===== src/fflc_pkg.sv =====
package fflc_pkg;

   // wait timer width
   localparam int TIMER_W = 16;

   // telemetry beats per report
   localparam int N_BEATS = 5;
   localparam int BEAT_W  = $clog2(N_BEATS);
   localparam logic [BEAT_W-1:0] LAST_BEAT = BEAT_W'(N_BEATS - 1);

   // floor(n/100) = (n * 5243) >> 19 holds for n below 43690; the x83 and x39
   // scalings are folded into one constant multiplier each
   localparam int DIV_SHIFT = 19;
   localparam logic [18:0] MUL_POS = 19'd435169;   // 83 * 5243
   localparam logic [17:0] MUL_CUR = 18'd204477;   // 39 * 5243

   // reset values of the control registers
   localparam logic [15:0] DWELL_RESET = 16'd2000;
   localparam logic [15:0] PAUSE_RESET = 16'd500;
   localparam logic [7:0]  TOP_RESET   = 8'd215;
   localparam logic [9:0]  DUTY_RESET  = 10'd409;

   // top and bottom floor codes (floor number minus one)
   localparam logic [1:0] FLOOR_BOTTOM = 2'd0;
   localparam logic [1:0] FLOOR_TOP    = 2'd3;

   typedef enum logic [2:0] {
      CMD_TICK    = 3'd0,
      CMD_REQUEST = 3'd1,
      CMD_SENSOR  = 3'd2,
      CMD_ENCODER = 3'd3,
      CMD_REPORT  = 3'd4
   } cmd_type;

   typedef enum logic [1:0] {
      MOTION_STOP = 2'd0,
      MOTION_UP   = 2'd1,
      MOTION_DOWN = 2'd2
   } motion_type;

   typedef enum logic [1:0] {
      CSR_DWELL = 2'd0,
      CSR_PAUSE = 2'd1,
      CSR_TOP   = 2'd2,
      CSR_DUTY  = 2'd3
   } csr_type;

endpackage


===== src/four_floor_lift_controller.sv =====
// Four-floor lift controller, one event per request beat.
// Request channel (req_*): command plus its operands; a beat is taken when
// req_valid is high and req_stall low. Each beat is handled in the cycle it
// is taken and its answer lands in the result register the next cycle.
// Result channel (rsp_*): one status beat per event, or five telemetry beats
// for a report, the last one flagged by rsp_last_byte. Status fields give the
// state after the event.
// Throughput: one event per cycle for status answers while rsp_stall stays low;
// a report holds the result register until its last telemetry beat has left,
// one telemetry beat at a time, so the next event waits for the last.
// A new event is taken in the same cycle as the final beat of the previous
// answer leaves.
// Stall: while rsp_stall is high a valid result beat holds and req_stall rises.
// Reset (synchronous): the car homes downward until the floor-one sensor
// fires; control registers return to their defaults (dwell 2000, pause 500,
// top count 215, duty 409). csr_* writes land at any edge with csr_we high;
// the user makes them only while no event is in flight, as the block does not enforce it.
module four_floor_lift_controller (
   input  logic        clock,
   input  logic        reset,
   // request channel
   input  logic        req_valid,
   output logic        req_stall,
   input  logic [2:0]  req_command,
   input  logic [7:0]  req_rx_byte,
   input  logic [1:0]  req_sensor_floor,
   input  logic [9:0]  req_current_raw,
   input  logic [9:0]  req_temp_raw,
   // result channel
   output logic        rsp_valid,
   input  logic        rsp_stall,
   output logic        rsp_is_telemetry,
   output logic [7:0]  rsp_tx_byte,
   output logic        rsp_last_byte,
   output logic [1:0]  rsp_motion,
   output logic        rsp_dir_up,
   output logic [9:0]  rsp_motor_duty,
   output logic [1:0]  rsp_floor_now,
   output logic [1:0]  rsp_floor_target,
   // control register port
   input  logic        csr_we,
   input  logic [1:0]  csr_index,
   input  logic [15:0] csr_wdata
);

   // control registers
   logic [15:0] dwell_ff;
   logic [15:0] pause_ff;
   logic [7:0]  top_ff;
   logic [9:0]  duty_ff;

   // lift state; only the parity of the pulse count is ever reported
   logic                        homing_ff, homing_in;
   fflc_pkg::motion_type        motor_ff, motor_in;
   logic                        dir_ff, dir_in;
   logic [1:0]                  floor_ff, floor_in;
   logic [1:0]                  target_ff, target_in;
   logic [7:0]                  pos_ff, pos_in;
   logic                        speed_ff, speed_in;
   logic [fflc_pkg::TIMER_W-1:0] wait_ff, wait_in;
   logic                        rev_ff, rev_in;

   // result register
   logic                         rsp_valid_ff;
   logic                         tel_ff;
   logic [fflc_pkg::BEAT_W-1:0]  beat_ff;
   logic [7:0]                   bytes_ff [fflc_pkg::N_BEATS];
   logic [7:0]                   bytes_in [fflc_pkg::N_BEATS];
   fflc_pkg::motion_type         st_motion_ff;
   logic                         st_dir_ff;
   logic [9:0]                   st_duty_ff;
   logic [1:0]                   st_floor_ff;
   logic [1:0]                   st_target_ff;

   // scaled telemetry products
   logic [7:0]  pos_pre;
   logic [26:0] pos_prod;
   logic [27:0] cur_prod;

   // handshake
   logic last_beat;
   logic req_take;
   logic fwd_take;

   fflc_pkg::cmd_type cmd;
   assign cmd = fflc_pkg::cmd_type'(req_command);

   assign last_beat = rsp_valid_ff && (!tel_ff || beat_ff == fflc_pkg::LAST_BEAT);
   assign fwd_take  = rsp_valid_ff && !rsp_stall;
   assign req_stall = rsp_valid_ff && !(last_beat && !rsp_stall);
   assign req_take  = req_valid && !req_stall;

   // telemetry scalings, one constant multiply each
   assign pos_pre  = homing_ff ? 8'd0 : pos_ff;
   assign pos_prod = 27'(pos_pre) * 27'(fflc_pkg::MUL_POS);
   assign cur_prod = 28'(req_current_raw) * 28'(fflc_pkg::MUL_CUR);

   // event handling: next state of the lift
   always_comb begin
      homing_in = homing_ff;
      motor_in  = motor_ff;
      dir_in    = dir_ff;
      floor_in  = floor_ff;
      target_in = target_ff;
      pos_in    = pos_ff;
      speed_in  = speed_ff;
      wait_in   = wait_ff;
      rev_in    = rev_ff;

      // homing: keep driving down with position pinned
      if (homing_in) begin
         motor_in = fflc_pkg::MOTION_DOWN;
         dir_in   = 1'b0;
         pos_in   = 8'd0;
      end

      // telemetry beats see the state before the event proper
      bytes_in[0] = {1'b1, 1'b0, motor_in, 2'b00, floor_in};
      bytes_in[1] = {1'b0, pos_prod[fflc_pkg::DIV_SHIFT + 1 +: 7]};
      bytes_in[2] = {1'b0, speed_in, 6'd0};
      bytes_in[3] = {2'b00, cur_prod[fflc_pkg::DIV_SHIFT + 2 +: 6]};
      bytes_in[4] = {1'b0, req_temp_raw[8:3], 1'b0};

      unique case (cmd)
         fflc_pkg::CMD_TICK: begin
            if (!homing_in && wait_in != '0) begin
               wait_in = wait_in - fflc_pkg::TIMER_W'(1);
               if (wait_in == '0 && rev_in) begin
                  rev_in   = 1'b0;
                  dir_in   = ~dir_in;
                  motor_in = dir_in ? fflc_pkg::MOTION_UP : fflc_pkg::MOTION_DOWN;
               end
            end
         end
         fflc_pkg::CMD_REQUEST: begin
            if (!homing_in && req_rx_byte != 8'd0) begin
               target_in = req_rx_byte[1:0];
            end
         end
         fflc_pkg::CMD_SENSOR: begin
            if (homing_in) begin
               floor_in = req_sensor_floor;
               if (req_sensor_floor == fflc_pkg::FLOOR_BOTTOM) begin
                  // homing done: floor stop
                  homing_in = 1'b0;
                  motor_in  = fflc_pkg::MOTION_STOP;
                  rev_in    = 1'b0;
                  wait_in   = fflc_pkg::TIMER_W'(dwell_ff);
               end else if (req_sensor_floor == fflc_pkg::FLOOR_TOP) begin
                  target_in = fflc_pkg::FLOOR_BOTTOM;
               end
            end else begin
               floor_in = req_sensor_floor;
               if (req_sensor_floor == fflc_pkg::FLOOR_BOTTOM ||
                   req_sensor_floor == fflc_pkg::FLOOR_TOP ||
                   req_sensor_floor == target_in) begin
                  // floor stop; any stop away from the bottom heads back down
                  if (req_sensor_floor != fflc_pkg::FLOOR_BOTTOM) begin
                     target_in = fflc_pkg::FLOOR_BOTTOM;
                  end
                  motor_in = fflc_pkg::MOTION_STOP;
                  rev_in   = 1'b0;
                  wait_in  = fflc_pkg::TIMER_W'(dwell_ff);
               end
            end
         end
         fflc_pkg::CMD_ENCODER: begin
            speed_in = ~speed_in;
            if (homing_in) begin
               pos_in = 8'd0;
            end else if (!dir_in) begin
               if (pos_in != 8'd0) begin
                  pos_in = pos_in - 8'd1;
               end
            end else if (pos_in < top_ff) begin
               pos_in = pos_in + 8'd1;
            end
         end
         fflc_pkg::CMD_REPORT: begin
            speed_in = 1'b0;
         end
         default: begin
         end
      endcase

      // motion decision
      if (!homing_in && wait_in == '0 && target_in != floor_in) begin
         if (floor_in < target_in) begin
            if (motor_in != fflc_pkg::MOTION_STOP && !dir_in) begin
               motor_in = fflc_pkg::MOTION_STOP;
               rev_in   = 1'b1;
               wait_in  = fflc_pkg::TIMER_W'(pause_ff);
            end else begin
               motor_in = fflc_pkg::MOTION_UP;
               dir_in   = 1'b1;
            end
         end else begin
            if (motor_in != fflc_pkg::MOTION_STOP && dir_in) begin
               motor_in = fflc_pkg::MOTION_STOP;
               rev_in   = 1'b1;
               wait_in  = fflc_pkg::TIMER_W'(pause_ff);
            end else begin
               motor_in = fflc_pkg::MOTION_DOWN;
               dir_in   = 1'b0;
            end
         end
      end
   end

   // control registers and lift state
   always_ff @(posedge clock) begin
      if (reset) begin
         dwell_ff  <= fflc_pkg::DWELL_RESET;
         pause_ff  <= fflc_pkg::PAUSE_RESET;
         top_ff    <= fflc_pkg::TOP_RESET;
         duty_ff   <= fflc_pkg::DUTY_RESET;
         homing_ff <= 1'b1;
         motor_ff  <= fflc_pkg::MOTION_STOP;
         dir_ff    <= 1'b0;
         floor_ff  <= fflc_pkg::FLOOR_BOTTOM;
         target_ff <= fflc_pkg::FLOOR_BOTTOM;
         pos_ff    <= 8'd0;
         speed_ff  <= 1'b0;
         wait_ff   <= '0;
         rev_ff    <= 1'b0;
      end else begin
         if (csr_we) begin
            unique case (fflc_pkg::csr_type'(csr_index))
               fflc_pkg::CSR_DWELL: dwell_ff <= csr_wdata;
               fflc_pkg::CSR_PAUSE: pause_ff <= csr_wdata;
               fflc_pkg::CSR_TOP:   top_ff   <= csr_wdata[7:0];
               fflc_pkg::CSR_DUTY:  duty_ff  <= csr_wdata[9:0];
               default: begin
               end
            endcase
         end
         if (req_take) begin
            homing_ff <= homing_in;
            motor_ff  <= motor_in;
            dir_ff    <= dir_in;
            floor_ff  <= floor_in;
            target_ff <= target_in;
            pos_ff    <= pos_in;
            speed_ff  <= speed_in;
            wait_ff   <= wait_in;
            rev_ff    <= rev_in;
         end
      end
   end

   // result register control
   always_ff @(posedge clock) begin
      if (reset) begin
         rsp_valid_ff <= 1'b0;
         tel_ff       <= 1'b0;
         beat_ff      <= '0;
      end else if (req_take) begin
         rsp_valid_ff <= 1'b1;
         tel_ff       <= (cmd == fflc_pkg::CMD_REPORT);
         beat_ff      <= '0;
      end else if (fwd_take) begin
         if (last_beat) begin
            rsp_valid_ff <= 1'b0;
         end else begin
            beat_ff <= beat_ff + fflc_pkg::BEAT_W'(1);
         end
      end
   end

   // result payload
   always_ff @(posedge clock) begin
      if (req_take) begin
         bytes_ff     <= bytes_in;
         st_motion_ff <= motor_in;
         st_dir_ff    <= dir_in;
         st_duty_ff   <= (motor_in != fflc_pkg::MOTION_STOP) ? duty_ff : 10'd0;
         st_floor_ff  <= floor_in;
         st_target_ff <= target_in;
      end
   end

   assign rsp_valid        = rsp_valid_ff;
   assign rsp_is_telemetry = tel_ff;
   assign rsp_tx_byte      = tel_ff ? bytes_ff[beat_ff] : 8'd0;
   assign rsp_last_byte    = !tel_ff || beat_ff == fflc_pkg::LAST_BEAT;
   assign rsp_motion       = st_motion_ff;
   assign rsp_dir_up       = st_dir_ff;
   assign rsp_motor_duty   = st_duty_ff;
   assign rsp_floor_now    = st_floor_ff;
   assign rsp_floor_target = st_target_ff;

   // position stays pinned at the bottom while homing
   a_home_pos: assert property (@(posedge clock) disable iff (reset)
      homing_ff |-> pos_ff == 8'd0)
      else $error("position moved while homing");

   // homing is never re-entered once left
   a_home_once: assert property (@(posedge clock) disable iff (reset)
      !homing_ff |=> !homing_ff)
      else $error("homing re-entered");

   // a stopped car drives no duty
   a_stop_duty: assert property (@(posedge clock) disable iff (reset)
      rsp_valid_ff && st_motion_ff == fflc_pkg::MOTION_STOP |-> st_duty_ff == 10'd0)
      else $error("duty driven while stopped");

   // telemetry beats advance one at a time with no gap
   a_beat_step: assert property (@(posedge clock) disable iff (reset)
      rsp_valid_ff && tel_ff && !rsp_stall && !last_beat |=>
         rsp_valid_ff && tel_ff && beat_ff == $past(beat_ff) + fflc_pkg::BEAT_W'(1))
      else $error("telemetry beat sequence broken");

endmodule

===== config.mk =====
export PLATFORM = sky130hd
export DESIGN_NAME = four_floor_lift_controller
export DESIGN_NICKNAME = d
export VERILOG_FILES = /design/src/fflc_pkg.sv /design/src/four_floor_lift_controller.sv
export SDC_FILE = /design/constraint.sdc
export NUM_CORES = 1
export LEC_CHECK = 0
export BUFFER_PORTS_ARGS = -buffer_cell sky130_fd_sc_hd__clkbuf_2
export CAP_MARGIN = 30
export CORE_UTILIZATION = 40
export CTS_CLUSTER_SIZE = 14
export DETAILED_ROUTE_END_ITERATION = 16
export HOLD_SLACK_MARGIN = 0.05
export PLACE_DENSITY = 0.66
export SYNTH_ARGS = -nofsm -noshare
export SYNTH_HDL_FRONTEND = slang
export SYNTH_SLANG_ARGS = --single-unit

===== constraint.sdc =====
create_clock -name clock -period 6.8 [get_ports clock]
set_input_delay 0.34 -clock clock [delete_from_list [all_inputs] [get_ports clock]]
set_output_delay 0.34 -clock clock [all_outputs]
set_load 0.02 [all_outputs]

## After elaboration in Yosys (flattened, before gate mapping)

Index checks and enable logic that the tools add are counted.

- Add/sub/neg operators: 4
- $mul: 2
- Div/mod/pow operators: 0
- $lt $le $gt $ge: 3
- Equal/unequal tests: 11
- Shift-type cells: 0
- Multiplexer cells: 64
- Bitwise gates (word level): 4
- Reductions and logical operators: 44

Operator list:

| kind | number |
|---|---|
| $mux 16 | 8 |
| $mux 8 | 9 |
| $mux 2 | 17 |
| $logic_not 16->1 | 2 |
| $pmux 16 s2 | 1 |
| $mul 10x18->27 const B | 1 |
| $mul 8x19->27 const B | 1 |
| $bmux 8 s3 | 1 |
| $mux 1 | 24 |
| $reduce_bool 16->1 | 1 |
| $reduce_bool 8->1 | 2 |
| $sub 16x1->16 const B | 1 |
| $reduce_and 2->1 | 7 |
| $logic_and 1x1->1 | 12 |
| $reduce_bool 2->1 | 6 |
| $add 8x1->8 const B | 1 |
| $lt 8x8->1 | 1 |
| $pmux 2 s2 | 2 |
| $sub 8x1->8 const B | 1 |
| $logic_not 1->1 | 7 |
| $eq 2x2->1 const B | 3 |
| $eq 3x2->1 const B | 2 |
| $eq 3x3->1 const B | 2 |
| $ge 4x4->1 const B | 1 |
| other kinds (13) | 19 |

- Flip-flop bits (word level): 130
- Bits in latches: 0
- Memory bits (writable): 0
- ROM bits: 0
- Word-level logic and storage cells: 158
- Memories: 0

## Depth between registers and ports, before layout

- Depth in word-level cells: 12
- Depth in mapped cells: 20
- Depth with buffers taken out: 20

## Worst setup path after synthesis

OpenSTA, ideal clock, no wires.

- Kind: register to register
- From: register homing_ff
- To: register bytes_ff[30] (netlist name), data pin
- Setup time: 0.260 ns
- Arrival: 5.139 ns
- Data required time: 6.540 ns
- Path slack: 1.401 ns
- Stages on the path, launching flop included: 21
- Path buffers: 2
- Clock period less this slack: 5.399 ns
- Path through: dfxtp_1 clkbuf_1 buf_1 nor2b_1 inv_1 ha_1 inv_1 fa_1 fa_1 inv_1 ha_1 nand4b_1 o21ai_0 a2111oi_0 o21ai_0 a221oi_1 o21ai_0 o211a_1 o41ai_1 o21bai_1 xnor2_1

RTL lines:

| what | RTL line | text |
|---|---|---|
| start: declaration | four_floor_lift_controller.sv:53 | `logic homing_ff, homing_in;` |
| start signal: assignment | four_floor_lift_controller.sv:238 | `homing_ff <= homing_in;` |
| end signal: assignment | four_floor_lift_controller.sv:273 | `bytes_ff <= bytes_in;` |
| end: declaration | four_floor_lift_controller.sv:67 | `logic [7:0] bytes_ff [fflc_pkg::N_BEATS];` |

==> results.json <==
{
  "crit_path_max_fanout": 9,
  "nets": 1642,
  "cts_buffer_depth": 2,
  "synth_ff_type": "dfxtp_1",
  "fin_setup_tns_ns": 0,
  "clock.fmax_ghz": 0.170,
  "die_h_um": 172,
  "crit_path_top_delay_cell": "fa_1",
  "skew_ns": 0.0115,
  "arrival_ns": 6.04,
  "rows": 62,
  "drv_slew": 0,
  "die_w_um": 172,
  "final_area_um2": 12900,
  "synth_cells": 1300,
  "post_cts_buffers": 0,
  "gp_routability_congestion": 0.938,
  "grt_overflow": 0,
  "grt_pass1_vias": 9482,
  "synth_edf_count": 41,
  "max_stage_delay_ns": 0.60,
  "worstMarginPinSlew_ns": 0.899,
  "synthArstFlopShare_pct": 0,
  "hold_class": "in2reg",
  "antenna_found_initial": 1,
  "finalHoldViolCount": 0,
  "htree_levels": 4,
  "critPathKind": "reg2reg",
  "p_leak_uw": 0.00609,
  "cts_tree": "yes",
  "seq_area_frac_synth_pct": 25.9,
  "route.detailed.drc": 0,
  "ys_types": 81,
  "fillers": 2708,
  "ctsHoldBuffers": 0,
  "syn_area_um2": 11600,
  "cts-root-buf": "clkbuf_16",
  "numCtsBuffers": 17,
  "slew-limit-headroom_pct": 40.0,
  "cts.clk_slew.worst_paths_ns": 0.06,
  "drive_gt1_share_pct": 10.8,
  "core_area_um2": 28600,
  "ys_warn_count": 0,
  "wire_per_inst_um": 17.4,
  "drt_iter0_drc": 618,
  "ios": 85,
  "clkSinkCount": 130,
  "path_common_cell": "inv_1",
  "p_per_area_nw_per_um2": 227,
  "cap_violations": 0,
  "grt_util_all_layers_pct": 21.7,
  "rsz0062_at_grt": "false",
  "period_share_pct": 86.4,
  "viasPerCell": 5.43,
  "io_buffers": 80,
  "dr_total_vias": 9473,
  "clock_latency_ns": 0.42,
  "post-route-min-period_ns": 5.87,
  "required_ns": 6.97,
  "cts_resized": 0,
  "critical_path.cell_chain": "inv_1 -> nand2_1 -> inv_1 -> fa_1 -> inv_1 -> fa_1 -> fa_1 -> inv_1 -> ha_1 -> ha_1 -> a2111oi_0 -> o21ai_0 -> a221oi_1 -> o21ai_0 -> o211a_1 -> o41ai_1 -> o21bai_1 -> xnor2_1",
  "setup_viol": 0,
  "firstDrtPassIters": 5,
  "area_growth_pct": 11.4,
  "ir_worst_vdd_mv": 0.335,
  "routed_wl_mm": 30.3,
  "die_area_um2": 29700,
  "grt_pass1_wl_mm": 49.6,
  "synth.avg_cell_area_um2": 8.94,
  "initial_utilization_pct": 40.6,
  "syn_nets": 1593,
  "grt_max_degree": 57,
  "ant_nets": 0,
  "cp-end-kind": "flip-flop",
  "start_kind": "flip-flop",
  "status": "finished clean",
  "diodes": 0,
  "dp_hpwl_mm": 23.3,
  "placed_area_um2": 12300,
  "ys_ff_latch": 130
}
## stage by stage
stage	hold WS, ns	utilization [%]	setup WS (ns)	power, uW	cells
finish	0.0898	45.2	0.928	2940	1746
global route	0.0750	45.2	0.343	3200	1746
CTS	0.0740	45.2	0.841	2970	1746
detailed placement	0.444	43.1	0.853	2000	1714
global placement	0.438	43.0	0.843	1970	1713
floorplan	0.426	-	1.40	1690	1300
## area by class of cell
cell class / instances / area (um^2) / share of cell area, %
Clock buffer: 21 / 504 / 3.90
Clock inverter: 11 / 113 / 0.870
Inverter: 189 / 709 / 5.48
Multi-Input combinational cell: 923 / 7660 / 59.2
Sequential cell: 130 / 3010 / 23.3
Tap cell: 384 / 480 / 3.71
Timing Repair Buffer: 88 / 468 / 3.61
## layout by cell type (no fill, tap or decap), drive strengths merged, types with 7 or more instances in the layout
cell,Yosys,final
a211oi,7,7
a21o,10,10
a21oi,75,75
a22o,13,13
a31oi,8,8
and2,12,12
and3,7,7
buf,14,8
clkbuf,44,101
dfxtp,89,89
edfxtp,41,41
fa,81,81
ha,156,156
inv,189,193
mux2i,15,15
nand2,147,147
nand2b,9,9
nand3,42,42
nand4,13,13
nor2,53,53
nor3,40,40
nor3b,11,11
nor4,16,16
o211ai,7,7
o21a,11,11
o21ai,55,55
or3,10,10
xnor2,19,19
## state kept, by name, indices dropped and copies added (netlist names)
signal            count
bytes_ff             24
dwell_ff             16
pause_ff             16
wait_ff              16
duty_ff              10
rsp_motor_duty       10
pos_ff                8
top_ff                8
beat_ff               3
floor_ff              2
motor_ff              2
rsp_floor_now         2
rsp_floor_target      2
rsp_motion            2
target_ff             2
dir_ff                1
homing_ff             1
rev_ff                1
rsp_dir_up            1
rsp_is_telemetry      1
rsp_valid             1
speed_ff              1
## synthesized netlist by cell type, drive strengths merged, types with 6 or more instances
library cell	n	area share, %
a21o	10	0.65
nand3	42	1.9
a221oi	6	0.45
and3	7	0.38
a211oi	7	0.50
xor2	6	0.45
nand3b	6	0.39
nand2b	9	0.48
o2bb2ai	6	0.45
o211ai	7	0.45
dfxtp	89	15
edfxtp	41	11
a22o	13	0.98
and2	12	0.65
buf	14	0.67
o21a	11	0.71
nand4	13	0.70
nor2	53	1.7
ha	156	17
nor3b	11	0.75
nor3	40	1.7
a31oi	8	0.43
mux2	6	0.58
o21ai	55	2.4
mux2i	15	1.3
xnor2	19	1.4
fa	81	14
or3	10	0.58
nand2	147	4.7
inv	189	6.1
a21oi	75	3.2
clkbuf	44	1.4
nor4	16	1.3
## cell families (layout without fill, tap and decap cells)
kind of cell,Yosys count,count (layout),synth area share (%)
fa+ha+maj,237,237,30.7
compound gates,248,248,14.1
flops,130,130,25.9
simple gates,392,392,17.3
xor+xnor,25,25,1.88
buf+inv,247,309,8.19
mux,21,21,1.87
## power by group
group	switching [uW]	internal, uW
sequential	24.0	860
combinational	628	476
clock	380	577
## worst max-delay path, delay by kind of cell (launching register included)
kind / cells / cell delay, ns
simple gates: 1 / 0.25
buf+inv: 4 / 0.62
xor+xnor: 1 / 0.15
compound gates: 7 / 2.00
flops: 1 / 0.49
fa+ha+maj: 5 / 2.10
## layer usage
metal / track usage (%) / routed length (um) / part of all wire (%)
met3: 3.20 / 1350 / 4.4
met4: 5.50 / 458 / 1.5
met2: 36.7 / 14600 / 48
met1: 28.8 / 13900 / 46
met5: 0 / 0 / 0
## path summary, 6_finish.rpt
check	from	end	slack, ns	cells past startpoint
hold / removal	req_temp_raw[7]	bytes_ff[5]$_DFFE_PP_	0.09	1
hold reg to reg	duty_ff[9]$_SDFFE_PP0P_	duty_ff[9]$_SDFFE_PP0P_	0.45	2
setup reg to reg	homing_ff$_SDFFE_PP1P_	bytes_ff[30]$_DFFE_PP_	0.93	18
setup / recovery	homing_ff$_SDFFE_PP1P_	bytes_ff[30]$_DFFE_PP_	0.93	18
Note: power is estimated with default switching activity, not from simulation.
